**src/sv/slwe_pkg.sv**
```systemverilog
// Package with the character codes, scan phases and number types of the scale line weight extractor.
`timescale 1ns / 1ps

package slwe_pkg;

    localparam logic [7:0] ChrNul     = 8'h00;
    localparam logic [7:0] ChrNewline = 8'h0A;
    localparam logic [7:0] ChrReturn  = 8'h0D;
    localparam logic [7:0] ChrPlus    = 8'h2B;
    localparam logic [7:0] ChrMinus   = 8'h2D;
    localparam logic [7:0] ChrPoint   = 8'h2E;
    localparam logic [7:0] ChrZero    = 8'h30;
    localparam logic [7:0] ChrNine    = 8'h39;
    localparam logic [7:0] ChrE       = 8'h45;

    localparam logic [31:0] MagMax = 32'h7FFF_FFFF;

    localparam int Pow10W = 20;

    typedef enum logic [2:0] {
        PH_SEEK   = 3'd0,
        PH_SIGN   = 3'd1,
        PH_SIGNPT = 3'd2,
        PH_POINT  = 3'd3,
        PH_INT    = 3'd4,
        PH_FRAC   = 3'd5,
        PH_DONE   = 3'd6,
        PH_DEAD   = 3'd7
    } phase_t;

    typedef struct packed {
        logic [31:0] mag;
        logic        ovf;
        logic [2:0]  cnt;
    } num_t;

    function automatic logic [Pow10W-1:0] pow10(input logic [2:0] n);
        logic [Pow10W-1:0] p;
        unique case (n)
            3'd0:    p = 20'd1;
            3'd1:    p = 20'd10;
            3'd2:    p = 20'd100;
            3'd3:    p = 20'd1000;
            3'd4:    p = 20'd10000;
            3'd5:    p = 20'd100000;
            3'd6:    p = 20'd1000000;
            default: p = 20'd1;
        endcase
        return p;
    endfunction

    function automatic num_t push_digit(input num_t a, input logic [3:0] d);
        num_t        r;
        logic [35:0] v;
        r = a;
        v = {1'b0, a.mag, 3'b000} + {3'b000, a.mag, 1'b0} + {32'd0, d};
        if (!a.ovf) begin
            if (v > {4'd0, MagMax}) begin
                r.ovf = 1'b1;
                r.mag = MagMax;
            end
            else begin
                r.mag = v[31:0];
            end
        end
        return r;
    endfunction

endpackage

```
**src/sv/scale_line_weight_extractor_core.sv**
```systemverilog
// Top level of the scale line weight extractor: byte scanner, line finish and output stage.
//
//  channel | signals                                   | transfer when
//  --------+-------------------------------------------+----------------------------
//  input   | in_valid, in_ready, rx_byte               | in_valid and in_ready high
//  output  | out_valid, out_ready, weight_scaled, sat. | out_valid and out_ready high
//  config  | cfg_write, cfg_data                       | cfg_write high
//
// A byte is taken when in_valid and in_ready are high; a newline's weight is registered in the result or skid register.
// The rate is one byte per cycle while in_ready is high, as the digit update and finish multiply are combinational.
// A two-entry output stage (result register plus skid register) keeps input flowing
// while one result waits; input stalls only when both entries are full.
// Reset clears the line state, the reset_on_e register and both output entries.
`timescale 1ns / 1ps

module scale_line_weight_extractor_core #(
    parameter int LINE_CAPACITY = 64,
    parameter int FRAC_DIGITS   = 4
) (
    input  logic        clk,
    input  logic        rst_n,
    input  logic        cfg_write,
    input  logic        cfg_data,
    input  logic        in_valid,
    output logic        in_ready,
    input  logic [7:0]  rx_byte,
    output logic        out_valid,
    input  logic        out_ready,
    output logic [31:0] weight_scaled,
    output logic        saturated
);
    import slwe_pkg::*;

    localparam int              LenW    = $clog2(LINE_CAPACITY);
    localparam logic [LenW-1:0] LenMax  = LenW'(LINE_CAPACITY - 1);
    localparam logic [2:0]      FracLim = 3'(FRAC_DIGITS);
    localparam int              ProdW   = 32 + Pow10W;

    logic            reset_on_e_reg;
    logic [LenW-1:0] len_reg, len_next;
    phase_t          ph_reg, ph_next;
    logic            neg_reg, neg_next;
    num_t            num_reg, num_next;

    logic            out_valid_reg;
    logic [31:0]     out_w_reg;
    logic            out_sat_reg;
    logic            skid_valid_reg;
    logic [31:0]     skid_w_reg;
    logic            skid_sat_reg;

    logic            in_fire;
    logic            res_valid;
    logic [31:0]     res_w;
    logic            res_sat;
    logic            emit;
    logic [2:0]      pad;
    logic [ProdW-1:0] prod;
    logic [31:0]     mag_fin;
    logic            sat_fin;
    logic            out_free;

    function automatic num_t frac_digit(input num_t a, input logic [3:0] d);
        num_t r;
        r = a;
        if (a.cnt < FracLim) begin
            r = push_digit(a, d);
            r.cnt = a.cnt + 3'd1;
        end
        else if (a.cnt == FracLim) begin
            if (d >= 4'd5 && !a.ovf) begin
                if (a.mag >= MagMax) begin
                    r.ovf = 1'b1;
                end
                else begin
                    r.mag = a.mag + 32'd1;
                end
            end
            r.cnt = a.cnt + 3'd1;
        end
        return r;
    endfunction

    assign in_ready = !skid_valid_reg;
    assign in_fire  = in_valid && in_ready;

    // Line finish, worked from the registered state.
    assign emit    = (len_reg != '0)
                  && (ph_reg == PH_INT || ph_reg == PH_FRAC || ph_reg == PH_DONE);
    assign pad     = (num_reg.cnt < FracLim) ? (FracLim - num_reg.cnt) : 3'd0;
    assign prod    = num_reg.mag * pow10(pad);
    assign sat_fin = num_reg.ovf || (prod > ProdW'(MagMax));
    assign mag_fin = sat_fin ? MagMax : prod[31:0];

    always_comb
    begin
        logic       digit;
        logic       point;
        logic       sign;
        logic       start_new;
        logic [7:0] dif;
        logic [3:0] d;

        len_next  = len_reg;
        ph_next   = ph_reg;
        neg_next  = neg_reg;
        num_next  = num_reg;
        res_valid = 1'b0;
        res_w     = neg_reg ? (32'd0 - mag_fin) : mag_fin;
        res_sat   = sat_fin;
        digit     = (rx_byte >= ChrZero) && (rx_byte <= ChrNine);
        point     = (rx_byte == ChrPoint);
        sign      = (rx_byte == ChrPlus) || (rx_byte == ChrMinus);
        dif       = rx_byte - ChrZero;
        d         = digit ? dif[3:0] : 4'd0;
        start_new = 1'b0;

        if (in_fire) begin
            if (reset_on_e_reg && rx_byte == ChrE) begin
                len_next = '0;
                ph_next  = PH_SEEK;
                neg_next = 1'b0;
                num_next = '0;
            end
            if (rx_byte == ChrNewline) begin
                res_valid = emit;
                len_next  = '0;
                ph_next   = PH_SEEK;
                neg_next  = 1'b0;
                num_next  = '0;
            end
            else if (rx_byte != ChrReturn) begin
                if (len_next < LenMax) begin
                    len_next = len_next + LenW'(1);
                    if (ph_next == PH_DONE || ph_next == PH_DEAD) begin
                        ph_next = ph_next;
                    end
                    else if (rx_byte == ChrNul) begin
                        ph_next = (ph_next == PH_INT || ph_next == PH_FRAC) ? PH_DONE : PH_DEAD;
                    end
                    else begin
                        unique case (ph_next)
                            PH_INT:
                            begin
                                if (digit) num_next = push_digit(num_next, d);
                                else if (point) ph_next = PH_FRAC;
                                else ph_next = PH_DONE;
                            end
                            PH_FRAC:
                            begin
                                if (digit) num_next = frac_digit(num_next, d);
                                else ph_next = PH_DONE;
                            end
                            PH_SIGN:
                            begin
                                if (digit) begin
                                    ph_next  = PH_INT;
                                    num_next = push_digit(num_next, d);
                                end
                                else if (point) ph_next = PH_SIGNPT;
                                else start_new = 1'b1;
                            end
                            PH_SIGNPT, PH_POINT:
                            begin
                                if (digit) begin
                                    ph_next  = PH_FRAC;
                                    num_next = frac_digit(num_next, d);
                                end
                                else start_new = 1'b1;
                            end
                            default:
                            begin
                                if (digit) begin
                                    ph_next  = PH_INT;
                                    neg_next = 1'b0;
                                    num_next = push_digit(num_t'('0), d);
                                end
                                else start_new = 1'b1;
                            end
                        endcase
                        if (start_new) begin
                            ph_next  = sign ? PH_SIGN : (point ? PH_POINT : PH_SEEK);
                            neg_next = (rx_byte == ChrMinus);
                            num_next = '0;
                        end
                    end
                end
                else begin
                    len_next = '0;
                    ph_next  = PH_SEEK;
                    neg_next = 1'b0;
                    num_next = '0;
                end
            end
        end
    end

    always_ff @(posedge clk or negedge rst_n)
    begin
        if (!rst_n) begin
            reset_on_e_reg <= 1'b0;
            len_reg        <= '0;
            ph_reg         <= PH_SEEK;
            neg_reg        <= 1'b0;
            num_reg        <= '0;
        end
        else begin
            if (cfg_write) reset_on_e_reg <= cfg_data;
            len_reg <= len_next;
            ph_reg  <= ph_next;
            neg_reg <= neg_next;
            num_reg <= num_next;
        end
    end

    // Result register with a skid entry behind it.
    assign out_free = !out_valid_reg || out_ready;

    always_ff @(posedge clk or negedge rst_n)
    begin
        if (!rst_n) begin
            out_valid_reg  <= 1'b0;
            skid_valid_reg <= 1'b0;
        end
        else begin
            if (out_free) begin
                if (skid_valid_reg) begin
                    out_valid_reg  <= 1'b1;
                    skid_valid_reg <= 1'b0;
                end
                else begin
                    out_valid_reg <= res_valid;
                end
            end
            else if (res_valid) begin
                skid_valid_reg <= 1'b1;
            end
        end
    end

    always_ff @(posedge clk)
    begin
        if (out_free) begin
            if (skid_valid_reg) begin
                out_w_reg   <= skid_w_reg;
                out_sat_reg <= skid_sat_reg;
            end
            else if (res_valid) begin
                out_w_reg   <= res_w;
                out_sat_reg <= res_sat;
            end
        end
        else if (res_valid) begin
            skid_w_reg   <= res_w;
            skid_sat_reg <= res_sat;
        end
    end

    assign out_valid     = out_valid_reg;
    assign weight_scaled = out_w_reg;
    assign saturated     = out_sat_reg;

    // The skid entry is only ever filled behind a waiting result.
    a_skid_behind_out: assert property (@(posedge clk) disable iff (!rst_n)
        skid_valid_reg |-> out_valid_reg)
        else $error("skid entry holds a result while the result register is empty");

    // A clamped result is always full scale.
    a_sat_full_scale: assert property (@(posedge clk) disable iff (!rst_n)
        (out_valid_reg && out_sat_reg) |-> (out_w_reg == MagMax || out_w_reg == (32'd0 - MagMax)))
        else $error("saturated result is not at full scale");

    // The most negative code is never produced.
    a_no_min_code: assert property (@(posedge clk) disable iff (!rst_n)
        out_valid_reg |-> (out_w_reg != 32'h8000_0000))
        else $error("result holds the most negative code");

    // The line length never passes its limit.
    a_len_bound: assert property (@(posedge clk) disable iff (!rst_n)
        len_reg <= LenMax)
        else $error("line length beyond capacity");

endmodule
```
**config.mk**
```make
export PLATFORM = sky130hd
export DESIGN_NAME = scale_line_weight_extractor_core
export DESIGN_NICKNAME = d
export VERILOG_FILES = /design/src/sv/slwe_pkg.sv /design/src/sv/scale_line_weight_extractor_core.sv
export SDC_FILE = /design/constraint.sdc
export NUM_CORES = 1
export LEC_CHECK = 0
export BUFFER_PORTS_ARGS = -buffer_cell sky130_fd_sc_hd__clkbuf_2
export CELL_PAD_IN_SITES_DETAIL_PLACEMENT = 0
export CELL_PAD_IN_SITES_GLOBAL_PLACEMENT = 2
export CORE_UTILIZATION = 37
export DETAILED_ROUTE_END_ITERATION = 10
export GPL_TIMING_DRIVEN = 0
export PLACE_DENSITY = 0.78
export SYNTH_ARGS = -nofsm -noshare
export SYNTH_HDL_FRONTEND = slang
export SYNTH_SLANG_ARGS = --single-unit
```
**constraint.sdc**
```tcl
create_clock -name clk -period 11.5 [get_ports clk]
set_input_delay 2.3 -clock clk [delete_from_list [all_inputs] [get_ports clk]]
set_output_delay 2.3 -clock clk [all_outputs]
set_load 0.005 [all_outputs]
```
After elaboration in Yosys (flattened, before gate mapping)
Cells that the tools add are included.

cells by class
  eq/ne operators = 23
  mux-type cells = 79
  $lt $le $gt $ge = 10
  add/sub/neg operators = 8
  bitwise gates (word level) = 1
  multiply operators = 1
  reduce and logical (&&, ||, !) cells = 26

operators by type and width
  kind                                                    count
  two-way mux 36 bit                                      13
  two-way mux 32 bit                                      6
  one-hot mux 20 bit (6 select lines)                     1
  one-hot mux 36 bit (2 select lines)                     1
  two-way mux 33 bit                                      2
  > comparator 52 x 31 -> 1 bit (second input constant)   1
  multiplier 32 x 20 -> 52 bit                            1
  two-way mux 3 bit                                       15
  adder 35 x 33 -> 36 bit                                 1
  adder 36 x 4 -> 36 bit                                  1
  > comparator 36 x 31 -> 1 bit (second input constant)   1
  equality test 3 bit (second input constant)             11
  adder 32 x 1 -> 32 bit (second input constant)          1
  >= comparator 32 x 31 -> 1 bit (second input constant)  1
  subtractor 1 x 32 -> 32 bit (first input constant)      1
  > comparator 4 x 31 -> 1 bit (second input constant)    1
  two-way mux 31 bit                                      1
  two-way mux 6 bit                                       5
  two-way mux 1 bit                                       29
  equality test 8 x 6 -> 1 bit (second input constant)    3
  equality test 3 x 2 -> 1 bit (second input constant)    4
  one-hot mux 3 bit (4 select lines)                      1
  equality test 8 x 4 -> 1 bit (second input constant)    1
  equality test 8 x 7 -> 1 bit (second input constant)    1
  other kinds (25)                                        45

word-level totals
  register bits after elaboration = 115
  input bits = 14
  word-level logic and storage cells = 161
  output and inout port bits = 35

Depth between registers and ports, before layout
  depth in word-level cells = 19
  depth in mapped cells = 55
  depth with buffers taken out = 48

Least setup slack after synthesis
Ideal clock, no wire load.

  path type = flip-flop to flip-flop
  from = reg num_reg[0] in the netlist's numbering
  to = reg out_w_reg[30], in the netlist weight_scaled[30], data pin
  arrival = 11455 ps
  stages on the path, launching flop included = 53
  data required time = 11240 ps
  slack = -215 ps
  path buffers = 9
  setup time = 260 ps
  clock period less this slack = 11715 ps
  cell sequence = dfrtp_1 > clkbuf_1 > inv_2 > clkbuf_1 > ha_1 > ha_1 > clkbuf_1 > nand2_1 > nor2_1 > clkbuf_1 > clkbuf_1 > nand2_1 > nor2_1 > fa_1 > fa_1 > inv_1 > fa_1 > inv_1 > [... 17 more ...] > buf_4 > and2_4 > buf_6 > inv_4 > buf_6 > nor2_1 > ha_1 > nand3b_1 > nor2_1 > o2111a_1 > and3_1 > and3_1 > nor2b_1 > nand4b_1 > nor3_1 > mux2i_1 > a22o_1 > mux2_2

on the way
  longest elaborated chain between the ends = 12
  elaborated cells between the ends (all ways) = 18
  those cells by class = add/sub: 2; mul: 1; order compare: 2; eq/ne: 6; mux: 6; reduce/logical: 1

ends and longest elaborated chain
  element                                                                line                                     text
  from (decl)                                                            scale_line_weight_extractor_core.sv:43   num_t num_reg, num_next;
  from (signal assigned)                                                 scale_line_weight_extractor_core.sv:212  num_reg <= num_next;
  subtractor 3 bit / less-than comparator 3 bit (equally long branches)  scale_line_weight_extractor_core.sv:90   assign pad = (num_reg.cnt < FracLim) ? (FracLim - num_reg.cnt) : 3'd0;
  two-way mux 3 bit (*)                                                  scale_line_weight_extractor_core.sv:90
  equality test 3 bit (tied with other cells)                            slwe_pkg.sv:39                           unique case (n)
  one-hot mux 20 bit (6 select lines) (*)                                slwe_pkg.sv:39
  multiplier 32 x 20 -> 52 bit (*)                                       scale_line_weight_extractor_core.sv:91   assign prod = num_reg.mag * pow10(pad);
  > comparator 52 x 31 -> 1 bit (*)                                      scale_line_weight_extractor_core.sv:92   assign sat_fin = num_reg.ovf || (prod > ProdW'(MagMax));
  logical OR 1 bit (*)                                                   scale_line_weight_extractor_core.sv:92
  net res_sat                                                            scale_line_weight_extractor_core.sv:55   logic res_sat;
  two-way mux 32 bit (*)                                                 scale_line_weight_extractor_core.sv:93   assign mag_fin = sat_fin ? MagMax : prod[31:0];
  subtractor 1 x 32 -> 32 bit                                            scale_line_weight_extractor_core.sv:109  res_w = neg_reg ? (32'd0 - mag_fin) : mag_fin;
  two-way mux 32 bit (*)                                                 scale_line_weight_extractor_core.sv:109
  net res_w[30]                                                          scale_line_weight_extractor_core.sv:54   logic [31:0] res_w;
  two-way mux 32 bit (*)                                                 scale_line_weight_extractor_core.sv:248  else if (res_valid) begin
  two-way mux 32 bit (*)                                                 scale_line_weight_extractor_core.sv:244  if (skid_valid_reg) begin
  to (signal assigned)                                                   scale_line_weight_extractor_core.sv:245  out_w_reg <= skid_w_reg;
  to (signal assigned)                                                   scale_line_weight_extractor_core.sv:249  out_w_reg <= res_w;
  to (decl)                                                              scale_line_weight_extractor_core.sv:46   logic [31:0] out_w_reg;

The timed path passes the listed nets; every way through them passes the cells marked *. The select of a mux whose other input is x is not followed.
A chain may end at the register's enable or synchronous reset.

Worst setup path in the final report
Same ends and word-level chain as after synthesis.

==> impl_metrics.ini <==
[route]
drtAntennaViolNets = 0
totalWireLength_mm = 109
drc = 0
drtIter0Drc = 2115
vias = 26200
post_drt_wl_per_cell_um = 22.5
via_per_inst = 5.41
first_pass_iters = 6

[setup_path]
crit_path_top_delay_cell = fa_1
cp-end-kind = register
cpMostUsedCell = fa_1
worst-r2r-setup-slack_ns = -0.02
r2r_start = num_reg[0]
cp_num_buf_inv = 13
critPathLaunchType = register
cpPeakStageDelay_ns = 0.61
critPathKind = register to register
path_max_fanout = 8
required_ns = 11.73
worstRegToRegCells = 48
setup.worst_path.start = num_reg[0]
crit_family = adder cells
path_depth = 48
cp.arrival_ns = 11.75
critPathCapture = weight_scaled[30]
r2r-end = weight_scaled[30]

[cts]
numCtsBuffers = 17
worstSkewPairLatency_ns = 0.49
cts_tree = built
cts.clk_slew.worst_paths_ns = 0.07
cts_buffer_depth = 2
cts_root_buffer = clkbuf_16
hold_buffers = 0
clock-sinks = 115
htreeDepth = 4

[layout]
fill_cells = 8110
layout-drive-gt1-share_pct = 12.7
fin_area_sq_um = 34500
largest_reg_flops = 36
area_growth_pct = 15.4
finalNetCount = 4520

[timing]
hold_violations = 0
rsz0062_at_grt = yes
fin_hold_ws_ns = 0.507
finalCritPeriodShare_pct = 100
period_needed_ns = 11.52
final_max_slew_viol_count = 0
max_slew_margin_pct = 7.16
fmax_mhz = 86.8
finClkSkew_ns = 0.0222
worst_slew_pin_slew_ns = 1.38
fin_ws_ns = -0.0193
setup_viol = 2

[yosys]
synthDistinctLibCells = 96
synth_edf_count = 66
synth-main-ff-cell = edfxtp_1
synth_top_cell_area_share_pct = 30.9
yosysTopAreaCell = fa_1
syn_inst = 3619
yosysWarnings = 0
synth.avg_cell_area_sq_um = 8.26
yosys_register_bits = 115
synth-async-reset-ratio_pct = 42.6
ys_top_cells_by_area = fa_1, ha_1, inv_1, edfxtp_1, nand2_1
yosysMostFrequentCell = inv_1
synth_area_sq_um = 29900
synth_nets = 4361
seq_area_frac_synth_pct = 10.7
synth_common_cells = inv_1, nand2_1, fa_1

[status]
status = finished with violations
failed_checks = setup timing

[power]
vdd_drop_max_mv = 0.108
powerDensity_nw_per_um2 = 46.9
power.leakage_nw = 17.6

[grt]
grt_usage_pct = 27.3
grt_antenna_before_repair = 13
overflow = 0
grt_max_degree = 34
grt_pass1_vias = 27100
grt_pass1_wl_mm = 167

[floorplan]
row_count = 103
die_y_um = 286
coreArea_sq_um = 79500
die_area_sq_um = 82000
ios = 49
start_util_pct = 37.6
fp.dieW_um = 286

[place]
dp_hpwl_mm = 89.6
place_congestion = 0.939
dpl-instance-area_sq_um = 31600
io_buffers = 46

[job]
cap_violations = 0

[min_path]
hold_class = register to register
cell families (layout without fill, tap and decap cells):
group / Yosys count / count (layout) / share of synthesized area, %
DFF: 115 / 115 / 10.7
adders and majority gates: 728 / 728 / 42.0
and+or+nand+nor: 1153 / 1153 / 18.8
xor gates and xnor gates: 92 / 92 / 2.69
AOI/OAI and AO/OA: 632 / 632 / 13.8
other: 0 / 6 / 0
muxes: 21 / 21 / 0.757
buffers and inverters: 878 / 1050 / 11.2
placed cells by master, fill, tap and decap left out, types with 22 or more instances in the layout:
cell,synthesis,layout
nor3_1,44,38
edfxtp_1,66,66
fa_1,461,447
o21ai_1,16,22
o21a_1,23,23
a21o_1,45,44
ha_1,267,243
inv_1,681,664
dfrtp_1,49,48
a21oi_1,177,150
nor2_1,161,152
clkbuf_2,4,53
nand4_1,40,40
clkbuf_16,0,29
nand3_1,71,62
xor2_1,27,27
and3_1,53,50
buf_4,2,103
and2_1,176,160
clkbuf_1,163,121
o211ai_1,29,29
nand2_1,463,436
xnor2_1,65,63
o21ai_0,124,112
nor2b_1,27,23
how the worst min path moves through the flow:
stage	start	to	slack [ns]	depth (start not counted)
4_1_cts	len_reg[5]	len_reg[5]	0.51	1
2_1_floorplan	len_reg[5]	len_reg[5]	0.47	1
3_3_place_gp	len_reg[5]	len_reg[5]	0.49	1
3_5_place_dp	len_reg[5]	len_reg[5]	0.50	1
5_1_grt	len_reg[5]	len_reg[5]	0.52	1
6_report	len_reg[5]	len_reg[5]	0.51	1
per-stage QoR:
stage               TNS (ns)  setup WS [ns]  instances  total power, mW  utilization [%]
floorplan                  0         0.0246       3619            0.794                -
global placement     -184.89          -4.65       4715            0.931             39.6
detailed placement   -161.66          -4.30       4719            0.930             39.7
CTS                        0        0.00576       4807             1.57             42.5
global route           -1.40         -0.365       4844             1.69             43.4
finish               -0.0301        -0.0193       4847             1.62             43.4
where the power goes:
group | switching [mW] | internal, mW
clock | 0.267 | 0.329
sequential | 0.00945 | 0.477
combinational | 0.310 | 0.226
final cells by class:
type	count	area (sq um)	area share [%]
inverters	685	2590	7.50
well taps	1050	1310	3.81
plain buffers	179	1100	3.18
multi-input cells	2626	24500	71.0
diodes	6	15.0	0.0435
repair buffers	154	1170	3.38
clock inverters	15	185	0.537
clock buffers	17	425	1.23
flip-flops and latches	115	3210	9.30
metal layers:
layer	GRT usage [%]	part of all wire, %	vias to the layer above
li1	-	-	12100
met1	36.2	44	13200
met2	45.0	47	854
met3	5.11	6.9	144
met4	7.95	2.7	6
met5	0	0.037	-
worst register-to-register path, delay by kind of cell, from the launching register on:
family,cells,cell delay (ns)
fa+ha+maj,11,4.63
simple gates,16,3.18
mux,2,0.35
flops,1,0.39
buf+inv,13,1.26
compound gates,6,1.45
timing repair:
| item | in CTS | in global routing |
|---|---|---|
| gates resized for setup | 276 | 128 |
| pin swaps | 80 | 95 |
| cloned | 3 | 0 |
| buffers inserted | 65 | 36 |
| endpoints found under the setup margin | 66 | 18 |
No activity file was read; power rests on OpenSTA's default activity.
